**config.mk**
```make
export PLATFORM = sky130hd
export DESIGN_NAME = mtls_ram
export DESIGN_NICKNAME = d
export VERILOG_FILES = /design/src/rtl/core/mtls_ram.sv
export SDC_FILE = /design/constraint.sdc
export NUM_CORES = 1
export LEC_CHECK = 0
export BUFFER_PORTS_ARGS = -buffer_cell sky130_fd_sc_hd__buf_2
export CAP_MARGIN = 10
export CORE_MARGIN = 4
export CORE_UTILIZATION = 40
export DETAILED_ROUTE_END_ITERATION = 7
export GPL_ROUTABILITY_DRIVEN = 0
export GPL_TIMING_DRIVEN = 0
export PLACE_DENSITY = 0.66
export SETUP_SLACK_MARGIN = 0.05
export SLEW_MARGIN = 20
export SYNTH_ARGS = -nofsm -noshare
export SYNTH_HDL_FRONTEND = slang
export SYNTH_SLANG_ARGS = --single-unit
export TNS_END_PERCENT = 30
```
**constraint.sdc**
```tcl
create_clock -name clk -period 1.65 [get_ports clk]
set_clock_uncertainty 0.1 [all_clocks]
set_input_delay 0.0825 -clock clk [delete_from_list [all_inputs] [get_ports clk]]
set_output_delay 0.0825 -clock clk [all_outputs]
set_load 0.1 [all_outputs]
```
**src/rtl/core/mtls_ram.sv**
```systemverilog
// ----------------------------------------------------------------------------
// mtls_ram
// Generic single-write, single-read RAM with a registered read port.
// ----------------------------------------------------------------------------
module mtls_ram #(
    parameter int WIDTH = 8,
    parameter int DEPTH = 16,
    parameter int ADDR_W = (DEPTH > 1) ? $clog2(DEPTH) : 1
) (
    input  logic              clk,
    input  logic              wr_en,
    input  logic [ADDR_W-1:0] wr_addr,
    input  logic [WIDTH-1:0]  wr_data,
    input  logic              rd_en,
    input  logic [ADDR_W-1:0] rd_addr,
    output logic [WIDTH-1:0]  rd_data
);

    logic [WIDTH-1:0] mem [DEPTH];
    logic [WIDTH-1:0] rd_data_reg;

    // Write port
    always_ff @(posedge clk)
    begin
        if (wr_en)
        begin
            mem[wr_addr] <= wr_data;
        end
    end

    // Registered read port, holds when not enabled
    always_ff @(posedge clk)
    begin
        if (rd_en)
        begin
            rd_data_reg <= mem[rd_addr];
        end
    end

    assign rd_data = rd_data_reg;

endmodule

```
==> flow_summary.json <==
{
  "status": "finished, final reports clean",
  "path_class": "flop to flop",
  "grt_pass1_vias": 2460,
  "fp.dieH_um": 122,
  "synth_xor_area_frac": 0,
  "synth_ff_type": "edfxtp_1",
  "cts-root-buf": "clkbuf_16",
  "seqPwrFrac": 0.456,
  "coreArea_um2": 12700,
  "vias_per_cell": 5.16,
  "ys_top_cells_by_count": "edfxtp_1, mux4_2, a22oi_1, mux4_1, nor2_1",
  "yosys_warnings": 0,
  "drt_first_pass_iters": 4,
  "yosys.area_share.simple": 0.0314,
  "switching_power_mw": 1.70,
  "setup_viol": 0,
  "die_width_um": 122,
  "layout-drive-gt1-share": 0.315,
  "dpl_worst_slack_ps": -267,
  "grt_max_degree": 17,
  "cts_buffers": 17,
  "cts_max_level": 4,
  "fin_tns_setup_ps": 0,
  "cts_num_sinks": 136,
  "vias": 2412,
  "comb_power_share": 0.059,
  "area_growth_pct": 21.4,
  "drv_slew": 0,
  "critPathLaunch": "mem[1][0]",
  "grt_overflow_total": 0,
  "relSlewSlack": 0.455,
  "fin_crit_sh": 0.980,
  "ys_ff_latch": 136,
  "rsz0062_at_grt": "yes",
  "largest_reg_flops": 128,
  "synth_fp_nets": 248,
  "synth-compound-area-share": 0.0230,
  "min_path_type": "input port to flop",
  "layout.core_utilization": 0.499,
  "io_buffers": 25,
  "wl_per_cell_um": 20.9,
  "postSynthCellCount": 229,
  "synth-edff-count": 136,
  "clk_pin_slew_ps": 60,
  "syn-cell-area_um2": 5230,
  "p_per_area_nw_per_um2": 1350,
  "reg2regPathDepth": 3,
  "ir_drop_mv": 0.817,
  "start_util": 0.411,
  "cap_violations": 0,
  "synthTopCellsByArea": "edfxtp_1, mux4_2, mux4_1",
  "ys_seq_area_frac": 0.781,
  "worst_setup_path_start_kind": "flop",
  "fillers": 1041,
  "drt_wl_total_mm": 9.77,
  "cts_buffer_depth": 2,
  "fin_ws_ps": 33.1,
  "grt_pass1_wl_mm": 14.8,
  "nets": 301,
  "max_stage_delay_ps": 520,
  "synth_top_cell_area_share": 0.781,
  "synth_area_per_cell_um2": 22.8,
  "p_clk_frac": 0.485,
  "diodes": 0,
  "drc_errors": 0,
  "postRouteAntennaNets": 0,
  "yosysMostFrequentCell": "edfxtp_1",
  "drtIter0Drc": 152,
  "cts_tree": "built",
  "synth_fa_ha_area_frac": 0,
  "cts_setup_buffers": 0,
  "crit_family": "multiplexers",
  "yosys.area.top_type": "edfxtp_1",
  "r2r_end": "rd_data[0]",
  "p_int_mw": 6.87,
  "synth_top_family_by_area": "multiplexers",
  "insertion_delay_ps": 410,
  "critical_path_peak_fanout": 1,
  "placed_cells": 426,
  "async_flop_share": 0,
  "fin_cells": 467,
  "period_minus_slack_ps": 1620,
  "hp-start": "wr_addr[1]",
  "io_pins": 27,
  "synth_cell_types": 18,
  "rrSetupSlack_ps": 30,
  "crit_slowest_cell": "mux4_1",
  "synth.area.mux_share": 0.148,
  "min_delay_path_depth": 2,
  "antenna_found_initial": 0,
  "finalHoldViolCount": 0,
  "dpl.hpwl_mm": 6.23,
  "r2r-start": "mem[1][0]",
  "worstPathCellList": "mux4_1, a22oi_2, nand2_1",
  "end_kind": "flop",
  "arrival_ps": 1660,
  "die_area_um2": 15000,
  "max_freq_mhz": 618,
  "worst_pin_slew_ps": 815,
  "hold_ws_ps": 99.9,
  "std_cell_rows": 41,
  "cp_num_buf_inv": 0,
  "critPathRequiredTime_ps": 1690,
  "hold_end": "mem[4][4]",
  "p_leak_nw": 2.11,
  "grt.total_usage": 0.142,
  "switching_share": 0.198
}
[routing by layer]
layer | GRT usage | vias to the layer above | part of all wire
met4 | 0.0637 | 0 | 0.013
met5 | 0 | - | 0
met2 | 0.201 | 91 | 0.46
met1 | 0.207 | 1229 | 0.44
li1 | - | 1084 | -
met3 | 0.0401 | 8 | 0.085
[layout make-up]
cell class | instances | area (um2) | share of cell area
Timing Repair Buffer | 34 | 215 | 0.0339
Tap cell | 172 | 215 | 0.0339
Clock buffer | 17 | 425 | 0.0670
Clock inverter | 15 | 231 | 0.0365
Multi-Input combinational cell | 83 | 1090 | 0.172
Sequential cell | 136 | 4080 | 0.644
Buffer | 10 | 86.3 | 0.0136
[cell usage in the layout (no fill, tap or decap), types with 2 or more instances in the layout]
master / synthesis / layout
nand2b_1: 2 / 2
clkbuf_16: 0 / 17
clkinvlp_4: 0 / 3
bufinv_16: 0 / 6
a22oi_1: 16 / 13
nand2_1: 9 / 9
clkinv_2: 0 / 5
buf_6: 3 / 3
buf_2: 3 / 28
clkdlybuf4s25_2: 3 / 3
edfxtp_1: 136 / 136
nand3b_1: 2 / 2
nor2_1: 13 / 13
a22oi_2: 0 / 3
mux4_2: 18 / 19
nor3_2: 0 / 4
mux4_1: 14 / 13
dlygate4sd3_1: 0 / 9
[stage by stage]
| stage | power (mW) | area [um2] |
|---|---|---|
| floorplan | 4.30 | 5230 |
| global placement | 4.46 | 5570 |
| detailed placement | 4.47 | 5590 |
| CTS | 8.63 | 6340 |
| global route | 8.82 | 6350 |
| finish | 8.57 | 6350 |
[power by group through the flow]
stage          sequential [mW]  combinational, mW  clock [mW]
2_1_floorplan             4.10              0.197           0
3_3_place_gp              3.98              0.480           0
3_5_place_dp              3.98              0.492           0
4_1_cts                   3.91              0.513        4.21
5_1_grt                   3.92              0.538        4.36
6_report                  3.91              0.506        4.15
[logic make-up after synthesis]
group           after synthesis
buf+inv                      10
mux                          32
simple gates                 35
flops                       136
compound gates               16
[timing repair]
action                     4_1_cts  5_1_grt
cloned                           0        0
setup endpoints to repair        3        5
hold endpoints to repair       136        0
hold buffers                     9        0
resized for setup                2        2
pin swaps                        0        1
[worst max path at each step]
stage / end / cells past startpoint
after detailed placement: mem[2][1] / 3
after global routing: rd_data[0] / 3
after global placement: mem[8][2] / 3
final: rd_data[0] / 3
after CTS: rd_data[0] / 3
after floorplan: rd_data[1] / 5
Note: power is estimated with default switching activity, not from simulation.
